==> config.mk <==
export PLATFORM = sky130hd
export DESIGN_NAME = frame_reassembly_checker_top_flat
export DESIGN_NICKNAME = d
export VERILOG_FILES = /design/src/rtl/core/frc_pkg.sv /design/src/rtl/core/frc_if.sv /design/src/rtl/core/frame_reassembly_checker_top.sv /design/src/flat_wrapper.sv
export VERILOG_INCLUDE_DIRS = /design/src /design/src/rtl/core
export SDC_FILE = /design/constraint.sdc
export NUM_CORES = 1
export LEC_CHECK = 0
export ABC_AREA = 1
export BUFFER_PORTS_ARGS = -buffer_cell sky130_fd_sc_hd__buf_2
export CAP_MARGIN = 30
export CORE_ASPECT_RATIO = 1.5
export CORE_MARGIN = 2
export CORE_UTILIZATION = 40
export DETAILED_ROUTE_END_ITERATION = 12
export SLEW_MARGIN = 30
export SYNTH_ARGS = -nofsm -noshare
export SYNTH_HDL_FRONTEND = slang
export SYNTH_SLANG_ARGS = --single-unit
==> constraint.sdc <==
create_clock -name i_clk -period 8.4 [get_ports i_clk]
set_clock_uncertainty 0.05 [all_clocks]
set_input_delay 0 -clock i_clk [delete_from_list [all_inputs] [get_ports i_clk]]
set_output_delay 0 -clock i_clk [all_outputs]
set_load 0.05 [all_outputs]
==> src/rtl/core/frame_reassembly_checker_top_assert.svh <==
// assertion macros for the frame reassembly checker
`ifndef FRAME_REASSEMBLY_CHECKER_TOP_ASSERT_SVH
`define FRAME_REASSEMBLY_CHECKER_TOP_ASSERT_SVH

// same-cycle implication, checked out of reset
`define FRC_ASSERT_NOW(label, ante, cons) \
    label: assert property (@(posedge i_clk) disable iff (!i_rst_n) (ante) |-> (cons)) \
        else $error("frc assertion failed");

// next-cycle implication, checked out of reset
`define FRC_ASSERT_NEXT(label, ante, cons) \
    label: assert property (@(posedge i_clk) disable iff (!i_rst_n) (ante) |=> (cons)) \
        else $error("frc assertion failed");

`endif

==> src/rtl/core/frc_pkg.sv <==
// shared constants, status codes and item types of the frame reassembly checker
package frc_pkg;

    localparam int RX_BUFFER_BYTES = 1024;
    localparam int BYTES_W         = 11;
    localparam int SUM_W           = BYTES_W + 1;

    localparam logic [BYTES_W-1:0] RX_BYTES  = BYTES_W'(RX_BUFFER_BYTES);
    localparam logic [SUM_W-1:0]   OVF_LIMIT = SUM_W'(RX_BUFFER_BYTES + 4);

    localparam logic [7:0] PAD_MAX   = 8'd16;
    localparam logic [9:0] HDR_BYTES = 10'd4;

    typedef enum logic [3:0] {
        ST_IGNORED   = 4'd0,
        ST_PENDING   = 4'd1,
        ST_COMPLETE  = 4'd2,
        ST_OVERFLOW  = 4'd3,
        ST_BAD_FIRST = 4'd4,
        ST_CONT_MISM = 4'd5,
        ST_ENC_BLOCK = 4'd6,
        ST_NO_KEY    = 4'd7,
        ST_LEN_MISM  = 4'd8,
        ST_TIMEOUT   = 4'd9
    } t_status;

    typedef struct packed {
        logic       func;
        logic [9:0] pdu_length;
        logic [7:0] header_flags_id;
        logic [7:0] header_command;
        logic [7:0] header_frames;
        logic [7:0] header_payload_len;
        logic [7:0] pad_byte;
    } t_frc_item;

    typedef struct packed {
        logic [3:0]         status;
        logic [BYTES_W-1:0] append_offset;
        logic [7:0]         append_len;
        logic [3:0]         message_id;
        logic [7:0]         message_command;
        logic [BYTES_W-1:0] message_bytes;
        logic [4:0]         reply_seq;
    } t_frc_result;

endpackage

==> src/rtl/core/frc_if.sv <==
// valid/ready channels for received frames and for check results
interface frc_in_if;
    import frc_pkg::*;
    logic      valid;
    logic      ready;
    t_frc_item payload;

    modport source (output valid, output payload, input ready);
    modport sink   (input valid, input payload, output ready);
endinterface

interface frc_out_if;
    import frc_pkg::*;
    logic        valid;
    logic        ready;
    t_frc_result payload;

    modport source (output valid, output payload, input ready);
    modport sink   (input valid, input payload, output ready);
endinterface

==> src/rtl/core/frame_reassembly_checker_top.sv <==
// frame reassembly checker: one received frame or timeout per item, one result per item
//
// i_in carries one received frame header (or a timeout event when func is set);
// o_res returns exactly one result per item: status, append offset and length,
// and the current message id, command, byte count and reply sequence.
// i_cfg_we / i_cfg_wdata write key_present; the user must write it only while the block is idle (not enforced).
// An accepted item is held in the input register, then its result in the
// result register (one input register, one result register).
// Throughput: one item every cycle while results are taken
// at once; the header checks and the byte count add sit between the two
// registers, and the reassembly state updates as an item moves across.
// A stalled receiver holds the result register; one more item waits in the
// input register, then i_in.ready drops until the result is taken.
// Synchronous reset clears both valid flags, key_present and the whole
// reassembly state; no clearing pass is needed.
`include "frame_reassembly_checker_top_assert.svh"

module frame_reassembly_checker_top
    import frc_pkg::*;
(
    input  logic       i_clk,
    input  logic       i_rst_n,
    input  logic       i_cfg_we,
    input  logic       i_cfg_wdata,
    frc_in_if.sink     i_in,
    frc_out_if.source  o_res
);

    logic               r_key;
    logic               r_in_valid;
    t_frc_item          r_in;
    logic               r_out_valid;
    t_frc_result        r_out;

    logic [3:0]         r_msg_id;
    logic [7:0]         r_cmd;
    logic [3:0]         r_last;
    logic [3:0]         r_seq;
    logic [BYTES_W-1:0] r_bytes;

    logic [3:0]         n_msg_id;
    logic [7:0]         n_cmd;
    logic [3:0]         n_last;
    logic [3:0]         n_seq;
    logic [BYTES_W-1:0] n_bytes;
    t_frc_result        n_out;

    logic               adv;

    // decoded fields
    logic               enc;
    logic [3:0]         hdr_id;
    logic [3:0]         hdr_last;
    logic [3:0]         hdr_seq;
    logic               first;
    logic               ovf;

    logic [3:0]         eff_id;
    logic [7:0]         eff_cmd;
    logic [3:0]         eff_last;
    logic [3:0]         eff_seq;
    logic [BYTES_W-1:0] eff_bytes;
    logic               order_err;

    logic               blk_err;
    logic               key_err;
    logic               len_err;
    logic [BYTES_W-1:0] room;
    logic [7:0]         alen_raw;
    logic [7:0]         alen;
    logic               pad_ok;
    logic [BYTES_W-1:0] new_bytes;
    logic               done;

    assign adv         = r_in_valid && (!r_out_valid || o_res.ready);
    assign i_in.ready  = !r_in_valid || adv;
    assign o_res.valid = r_out_valid;
    assign o_res.payload = r_out;

    always_comb begin
        enc      = r_in.header_flags_id[4];
        hdr_id   = r_in.header_flags_id[3:0];
        hdr_last = r_in.header_frames[7:4];
        hdr_seq  = r_in.header_frames[3:0];
        first    = (r_last == r_seq);
        // payload length plus gathered bytes above the buffer, header bytes folded in
        ovf = ({2'b00, r_in.pdu_length} + {1'b0, r_bytes}) > OVF_LIMIT;

        if (first) begin
            eff_id    = hdr_id;
            eff_cmd   = r_in.header_command;
            eff_last  = hdr_last;
            eff_seq   = '0;
            eff_bytes = '0;
            order_err = (hdr_seq != 4'd0);
        end else begin
            eff_id    = r_msg_id;
            eff_cmd   = r_cmd;
            eff_last  = r_last;
            eff_seq   = hdr_seq;
            eff_bytes = r_bytes;
            order_err = (r_msg_id != hdr_id) || (r_cmd != r_in.header_command)
                     || (r_last != hdr_last) || ((r_seq + 4'd1) != hdr_seq);
        end

        // encrypted payload must be a whole number of 16-byte blocks
        blk_err = enc && (r_in.pdu_length[3:0] != 4'd4);
        key_err = enc && !r_key;
        if (enc) begin
            len_err = r_in.pdu_length < (HDR_BYTES + {2'b00, r_in.header_payload_len});
        end else begin
            len_err = r_in.pdu_length != (HDR_BYTES + {2'b00, r_in.header_payload_len});
        end

        room     = (eff_bytes <= RX_BYTES) ? (RX_BYTES - eff_bytes) : '0;
        alen_raw = ({3'b000, r_in.header_payload_len} < room)
                 ? r_in.header_payload_len : room[7:0];
        pad_ok   = enc && (r_in.pad_byte != 8'd0) && (r_in.pad_byte <= PAD_MAX);
        if (alen_raw != 8'd0 && pad_ok) begin
            alen = (r_in.pad_byte <= alen_raw) ? (alen_raw - r_in.pad_byte) : 8'd0;
        end else begin
            alen = alen_raw;
        end
        new_bytes = eff_bytes + {3'b000, alen};
        done      = (eff_last == eff_seq);

        n_msg_id = r_msg_id;
        n_cmd    = r_cmd;
        n_last   = r_last;
        n_seq    = r_seq;
        n_bytes  = r_bytes;
        n_out    = '0;

        if (r_in.func) begin
            n_out.status = ST_TIMEOUT;
        end else if (r_in.pdu_length == 10'd0) begin
            n_out.status = ST_IGNORED;
        end else if (ovf) begin
            n_out.status = ST_OVERFLOW;
        end else if (order_err) begin
            n_out.status = first ? ST_BAD_FIRST : ST_CONT_MISM;
        end else begin
            // a first frame has already taken its id when a later check fails
            n_msg_id = eff_id;
            if (blk_err) begin
                n_out.status = ST_ENC_BLOCK;
            end else if (key_err) begin
                n_out.status = ST_NO_KEY;
            end else if (len_err) begin
                n_out.status = ST_LEN_MISM;
            end else begin
                n_out.append_offset   = eff_bytes;
                n_out.append_len      = alen;
                n_out.message_id      = eff_id;
                n_out.message_command = eff_cmd;
                n_out.message_bytes   = new_bytes;
                if (done) begin
                    n_out.status    = ST_COMPLETE;
                    n_out.reply_seq = {1'b0, eff_seq} + 5'd1;
                end else begin
                    n_out.status = ST_PENDING;
                    n_cmd        = eff_cmd;
                    n_last       = eff_last;
                    n_seq        = eff_seq;
                    n_bytes      = new_bytes;
                end
            end
        end

        // every status but pending leaves the reassembly cleared (ignored keeps it)
        if (n_out.status != ST_PENDING && n_out.status != ST_IGNORED) begin
            n_cmd   = '0;
            n_last  = '0;
            n_seq   = '0;
            n_bytes = '0;
        end
    end

    always_ff @(posedge i_clk) begin
        if (!i_rst_n) begin
            r_key       <= 1'b0;
            r_in_valid  <= 1'b0;
            r_out_valid <= 1'b0;
            r_msg_id    <= '0;
            r_cmd       <= '0;
            r_last      <= '0;
            r_seq       <= '0;
            r_bytes     <= '0;
        end else begin
            if (i_cfg_we) begin
                r_key <= i_cfg_wdata;
            end
            if (i_in.valid && i_in.ready) begin
                r_in_valid <= 1'b1;
            end else if (adv) begin
                r_in_valid <= 1'b0;
            end
            if (adv) begin
                r_out_valid <= 1'b1;
                r_msg_id    <= n_msg_id;
                r_cmd       <= n_cmd;
                r_last      <= n_last;
                r_seq       <= n_seq;
                r_bytes     <= n_bytes;
            end else if (o_res.ready) begin
                r_out_valid <= 1'b0;
            end
        end
    end

    always_ff @(posedge i_clk) begin
        if (i_in.valid && i_in.ready) begin
            r_in <= i_in.payload;
        end
        if (adv) begin
            r_out <= n_out;
        end
    end

    `FRC_ASSERT_NEXT(a_err_clears, adv && n_out.status >= ST_OVERFLOW,
        r_bytes == '0 && r_seq == 4'd0 && r_last == 4'd0 && r_cmd == 8'd0)
    `FRC_ASSERT_NOW(a_bytes_bound, 1'b1, r_bytes <= RX_BYTES)
    `FRC_ASSERT_NOW(a_count_sum,
        r_out_valid && (r_out.status == ST_PENDING || r_out.status == ST_COMPLETE),
        r_out.message_bytes == r_out.append_offset + {3'b000, r_out.append_len})
    `FRC_ASSERT_NEXT(a_in_held, r_in_valid && !adv, r_in_valid && $stable(r_in))

endmodule

==> src/flat_wrapper.sv <==
// flat-port wrapper written by rule: the top's interface ports become plain ports
module frame_reassembly_checker_top_flat import frc_pkg::*;
  (i_clk, i_rst_n, i_cfg_we, i_cfg_wdata, i_in_valid, i_in_payload, i_in_ready, o_res_valid, o_res_payload, o_res_ready);
  frc_in_if i_in_i ();
  frc_out_if o_res_i ();
  input  logic i_clk;
  input  logic i_rst_n;
  input  logic i_cfg_we;
  input  logic i_cfg_wdata;
  input wire logic [$bits(i_in_i.valid)-1:0] i_in_valid;
  input wire logic [$bits(i_in_i.payload)-1:0] i_in_payload;
  output wire logic [$bits(i_in_i.ready)-1:0] i_in_ready;
  output wire logic [$bits(o_res_i.valid)-1:0] o_res_valid;
  output wire logic [$bits(o_res_i.payload)-1:0] o_res_payload;
  input wire logic [$bits(o_res_i.ready)-1:0] o_res_ready;
  assign i_in_i.valid = i_in_valid;
  assign i_in_i.payload = i_in_payload;
  assign i_in_ready = i_in_i.ready;
  assign o_res_valid = o_res_i.valid;
  assign o_res_payload = o_res_i.payload;
  assign o_res_i.ready = o_res_ready;
  frame_reassembly_checker_top u_core (.i_clk(i_clk), .i_rst_n(i_rst_n), .i_cfg_we(i_cfg_we), .i_cfg_wdata(i_cfg_wdata), .i_in(i_in_i), .o_res(o_res_i));
endmodule
== Word-level counts from Yosys, hierarchy flattened ==
Index checks and enable logic that the tools add are counted.

* Bits in registers: 133
* Bits of input ports: 57
* Output and inout port bits: 53
* Logic and storage cells: 144

* $add $sub $neg: 7
* Order comparisons: 6
* Equal/unequal tests: 17
* Muxes and demuxes: 60
* Bitwise operators: 5
* Reductions and logical operators: 27

{| class="wikitable"
|+ Operator list
! kind !! number
|-
| two-way mux 11 bit || 11
|-
| two-way mux 4 bit || 28
|-
| two-way mux 8 bit || 13
|-
| inequality test 2 bit, second input constant || 8
|-
| nonzero test 8 bit || 2
|-
| adder 10 x 11 -> 12 bit || 1
|-
| > comparator 12 x 11 -> 1 bit, second input constant || 1
|-
| inequality test 4 bit || 3
|-
| adder 11 x 8 -> 11 bit || 1
|-
| less-or-equal comparator 11 bit, second input constant || 1
|-
| less-than comparator 8 x 11 -> 1 bit || 1
|-
| subtractor 11 bit, first input constant || 1
|-
| zero test 10 bit || 1
|-
| less-than comparator 10 bit || 1
|-
| inequality test 10 bit || 1
|-
| adder 3 x 8 -> 9 bit, first input constant || 1
|-
| AND reduction 9 bit || 1
|-
| equality test 4 bit || 2
|-
| less-or-equal comparator 8 x 5 -> 1 bit, second input constant || 1
|-
| less-or-equal comparator 8 bit || 1
|-
| logical AND 1 bit || 8
|-
| inequality test 8 bit || 1
|-
| nonzero test 4 bit || 2
|-
| OR reduction 8 bit || 1
|-
| 13 further kinds || 30
|}

== Longest topological paths before layout ==
* Word-level depth: 19
* Depth in mapped cells: 57
* Mapped depth without buffers: 52

== Least setup slack after synthesis ==
Ideal clock, no wire load.

* Kind: flip-flop to flip-flop
* Start: register u_core.r_seq[0]
* End: register u_core.r_bytes[10]
* Data arrival time: 6.675 ns
* Setup slack: 1.605 ns
* Cell stages (with the launch flop): 54
* Cell sequence: dfxtp_1 > nand2_1 > nand2_1 > nor2_1 > nand2_1 > buf_6 > buf_6 > inv_2 > buf_6 > buf_6 > nor2_1 > inv_1 > ha_1 > nand2_2 > inv_2 > nand4_1 > nand3_2 > buf_6 > [... 18 more ...] > o21bai_1 > nand2_1 > nand3_1 > nand2_1 > inv_1 > ha_1 > inv_1 > fa_1 > nor2_1 > a211oi_1 > o21ai_0 > a21oi_1 > o21ai_0 > nand2_1 > nor2_1 > xor2_1 > nand4_1 > a21oi_1

* Word-level cells in the longest chain between the ends: 19

{| class="wikitable"
|+ Ends and longest elaborated chain
! element !! line !! RTL
|-
| from (decl) || frame_reassembly_checker_top.sv:38 || <nowiki>logic [3:0] r_seq;</nowiki>
|-
| from (signal assigned) || frame_reassembly_checker_top.sv:203 || <nowiki>r_seq <= n_seq;</nowiki>
|-
| equality test 4 bit * || frame_reassembly_checker_top.sv:85 || <nowiki>first = (r_last == r_seq);</nowiki>
|-
| two-way mux 11 bit * || frame_reassembly_checker_top.sv:89 || <nowiki>if (first) begin</nowiki>
|-
| via u_core.eff_bytes[1] || frame_reassembly_checker_top.sv:62 || <nowiki>logic [BYTES_W-1:0] eff_bytes;</nowiki>
|-
| subtractor 11 bit or less-or-equal comparator 11 bit (tied branches) || frame_reassembly_checker_top.sv:115 || <nowiki>room = (eff_bytes <= RX_BYTES) ? (RX_BYTES - eff_bytes) : '0;</nowiki>
|-
| two-way mux 11 bit * || frame_reassembly_checker_top.sv:115 ||
|-
| less-than comparator 8 x 11 -> 1 bit || frame_reassembly_checker_top.sv:116 || <nowiki>alen_raw = ({3'b000, r_in.header_payload_len} < room)</nowiki>
|-
| two-way mux 8 bit * || frame_reassembly_checker_top.sv:117 || <nowiki>? r_in.header_payload_len : room[7:0];</nowiki>
|-
| subtractor 8 bit, or another cell as far along || frame_reassembly_checker_top.sv:120 || <nowiki>alen = (r_in.pad_byte <= alen_raw) ? (alen_raw - r_in.pad_byte) : 8'd0;</nowiki>
|-
| [... 2 more ...] || - ||
|-
| via u_core.alen[0] || frame_reassembly_checker_top.sv:70 || <nowiki>logic [7:0] alen;</nowiki>
|-
| [... 2 more ...] || - ||
|-
| two-way mux 11 bit * || frame_reassembly_checker_top.sv:149 || <nowiki>end else if (len_err) begin</nowiki>
|-
| two-way mux 11 bit * || frame_reassembly_checker_top.sv:147 || <nowiki>end else if (key_err) begin</nowiki>
|-
| two-way mux 11 bit * || frame_reassembly_checker_top.sv:145 || <nowiki>if (blk_err) begin</nowiki>
|-
| two-way mux 11 bit * || frame_reassembly_checker_top.sv:140 || <nowiki>end else if (order_err) begin</nowiki>
|-
| two-way mux 11 bit * || frame_reassembly_checker_top.sv:138 || <nowiki>end else if (ovf) begin</nowiki>
|-
| two-way mux 11 bit * || frame_reassembly_checker_top.sv:136 || <nowiki>end else if (r_in.pdu_length == 10'd0) begin</nowiki>
|-
| two-way mux 11 bit * || frame_reassembly_checker_top.sv:134 || <nowiki>if (r_in.func) begin</nowiki>
|-
| two-way mux 11 bit * || frame_reassembly_checker_top.sv:171 || <nowiki>if (n_out.status != ST_PENDING && n_out.status != ST_IGNORED) begin</nowiki>
|-
| to (signal assigned) || frame_reassembly_checker_top.sv:204 || <nowiki>r_bytes <= n_bytes;</nowiki>
|-
| to (decl) || frame_reassembly_checker_top.sv:39 || <nowiki>logic [BYTES_W-1:0] r_bytes;</nowiki>
|}

The timed path passes the listed nets; every way through them passes the cells marked *. The select of a mux whose other input is x is not followed.
A chain may end at the register's enable or synchronous reset.

== Worst setup path in the final report ==
Same ends and word-level chain as after synthesis.

==> metrics.yaml <==
finish:
  fin_area_um2: 9740
  final_common_cell: "nand2_1"
  drive_above_1_share: 0.180
  area_delta_synth_final_pct: 23.8
  n_antenna_cell: 0
  mostFrequentLayoutCells: "nand2_1 (143), inv_1 (129), buf_2 (106)"
  num-nets-final: 1169
  fillers: 1885
placed_design:
  numPortBuffers: 106
  gp_congestion: 0.860
  dpl.hpwl_um: 13800
  post_dp_cell_area_um2: 8620
worst_setup_path:
  path_buf_inv: 7
  reg2regPathDepth: 48
  worstPathArrival_ps: 7800
  worstSetupStartpoint: "u_core.r_seq[0]"
  start_kind: "flop"
  path_delay_family: "simple AND/OR/NAND/NOR gates"
  path_depth: 48
  critPathRequiredTime_ps: 8700
  r2r-end: "u_core.r_bytes[10]"
  crit_top_cell: "nand2_1"
  crit_path_end: "u_core.r_bytes[10]"
  crit_slowest_cell: "dfxtp_1"
  critPathKind: "flop to flop"
  path_max_fanout: 13
  end_kind: "flop"
  critPathMaxStageDelay_ps: 430
  reg2reg_from: "u_core.r_seq[0]"
  rrSetupSlack_ps: 900
min_path:
  hp-class: "input pin to flop"
global_route:
  gr-total-overflow: 0
  antenna_found_initial: 0
  grt_pass1_wl_um: 31100
  grt_pass1_vias: 6250
  grt_max_degree: 55
  track_usage: 0.193
synthesis:
  yosysUniqueCellTypes: 51
  synth_nets: 1011
  synth-seq-cells: 133
  synth_ff_type: "edfxtp_1"
  syn_avg_cell_area_um2: 8.69
  async_reset_ff_frac: 0
  synth_cells: 905
  syn-cell-area_um2: 7870
  synth_edf_count: 99
  yosysSeqAreaShare: 0.464
  ys_warn_count: 0
clocking:
  clkSinkCount: 133
  cts_tree: "done"
  cts-root-buf: "clkbuf_16"
  clk_pin_slew_ps: 60
  clockBufferDepth: 2
  clk_latency_ps: 430
  cts_made_buffers: 17
  h-tree-depth: 4
  post-cts-setup-buffers: 0
pwr:
  power_frac_clock: 0.359
  p_sw_w: 0.000692
  swShare: 0.330
  p_int_w: 0.00140
  leakage_nw: 4.45
  combPwrFrac: 0.273
  ir_drop_v: 0.000149
  power.density_nw_per_um2: 215
  p_seq_frac: 0.368
sta:
  finalSetupViolations: 0
  min_period_ps: 7500
  fin_tns_setup_ps: 0
  period_share: 0.893
  fmax_ghz: 0.133
  slew_violations: 0
  rsz0062_at_grt: "false"
  hold_viol: 0
  worst_pin_slew_ps: 909
  slew_headroom: 0.390
drt:
  topRoutingLayerUsed: "met4"
  drt-initial-drc-count: 467
  wl_met1_um: 8160
  postRouteWirelength_um: 19600
  ant_nets: 0
  via_per_inst: 4.88
  num_vias: 6504
  wl_met3_um: 530
  wl_met2_um: 10400
  drc_errors: 0
  drt-wirelength-per-cell_um: 14.7
  first_pass_iters: 5
floorplan:
  die_y_um: 176
  start_util: 0.409
  die_x_um: 119
  die_area_um2: 20800
  core_um2: 19200
  rows: 62
  pin_count: 110
flow_run:
  maxCapViolations: 0
outcome:
  outcome: "finished clean"
-- cell usage after synthesis, drive strengths merged, types with 14 or more instances --
master | number | area (um^2)
o21ai | 71 | 370
inv | 140 | 526
nor2 | 91 | 359
dfxtp | 34 | 681
ha | 46 | 576
a21oi | 55 | 290
nand2 | 158 | 653
xor2 | 27 | 236
nor3 | 14 | 75.1
nand4 | 35 | 225
edfxtp | 99 | 2970
nand3 | 49 | 268
-- worst min-delay path, stage by stage --
cell and delay [ps]:
buf_2 310, o21ai_0 160, a21oi_1 50
-- per-stage QoR --
stage / total power (W) / instances / hold WS, ps / setup slack (ps) / utilization
3_3_place_gp: 0.00133 / 1248 / 127 / 699 / 0.448
4_1_cts: 0.00211 / 1332 / 71.9 / 568 / 0.506
3_5_place_dp: 0.00134 / 1248 / 128 / 609 / 0.448
2_1_floorplan: 0.00121 / 905 / 44.1 / 1610 / -
6_report: 0.00210 / 1332 / 111 / 897 / 0.506
5_1_grt: 0.00222 / 1332 / 111 / 4.67 / 0.506
-- cell families (layout without fill, tap and decap cells) --
logic type      Yosys count  in the layout  synth area share
flops                   133            133             0.464
fa+ha+maj                49             49            0.0808
compound gates          150            150             0.108
simple gates            368            368             0.219
buf+inv                 168            339            0.0872
xor+xnor                 37             37            0.0412
-- flip-flops by register name, summed over array words and instances, names as in the netlist --
register / flops
u_core.o_res.payload: 51
u_core.r_in: 35
u_core.r_msg_id: 4
u_core.r_key: 1
u_core.hdr_id: 4
u_core.r_bytes: 11
u_core.r_seq: 4
u_core.o_res.valid: 1
u_core.r_in_valid: 1
u_core.hdr_last: 4
u_core.r_cmd: 8
u_core.r_last: 4
u_core.hdr_seq: 4
u_core.enc: 1
-- worst min path at each step --
stage	start	end	slack, ps	cells after the start
finish	i_rst_n	u_core.r_bytes[9]	110	3
global route	i_rst_n	u_core.r_msg_id[2]	110	3
CTS	i_rst_n	u_core.r_bytes[5]	70	3
detailed placement	i_in_payload[25]	u_core.r_in[25]	130	1
global placement	i_in_payload[1]	u_core.r_in[1]	130	1
floorplan	i_cfg_we	u_core.r_key	40	1
-- power by group through the flow --
stage	clock (W)	sequential (W)	combinational [W]
finish	0.000753	0.000772	0.000572
global route	0.000798	0.000776	0.000646
CTS	0.000766	0.000772	0.000572
detailed placement	0	0.000785	0.000550
global placement	0	0.000786	0.000543
floorplan	0	0.000810	0.000400
-- metal layers --
layer  vias up  track usage
met5         -            0
met4         0       0.0838
met3        33       0.0386
met2       127        0.356
met1      2989        0.212
li1       3355            -
-- layout make-up --
cell class                 instances  area, um^2  share of cell area
clock buffer                      17         425              0.0437
clock inverter                    15         161              0.0166
inverter                         142         536              0.0550
multi-input combinational        604        3540               0.363
sequential                       133        3650               0.375
tap                              256         320              0.0329
timing repair buffer             165        1100               0.113
-- repair_timing --
item	in CTS	in global routing
endpoints found under the setup margin	0	4
hold buffers	52	0
hold endpoints to repair	51	0
resized for setup	0	2
(Power assumes the default switching activity.)
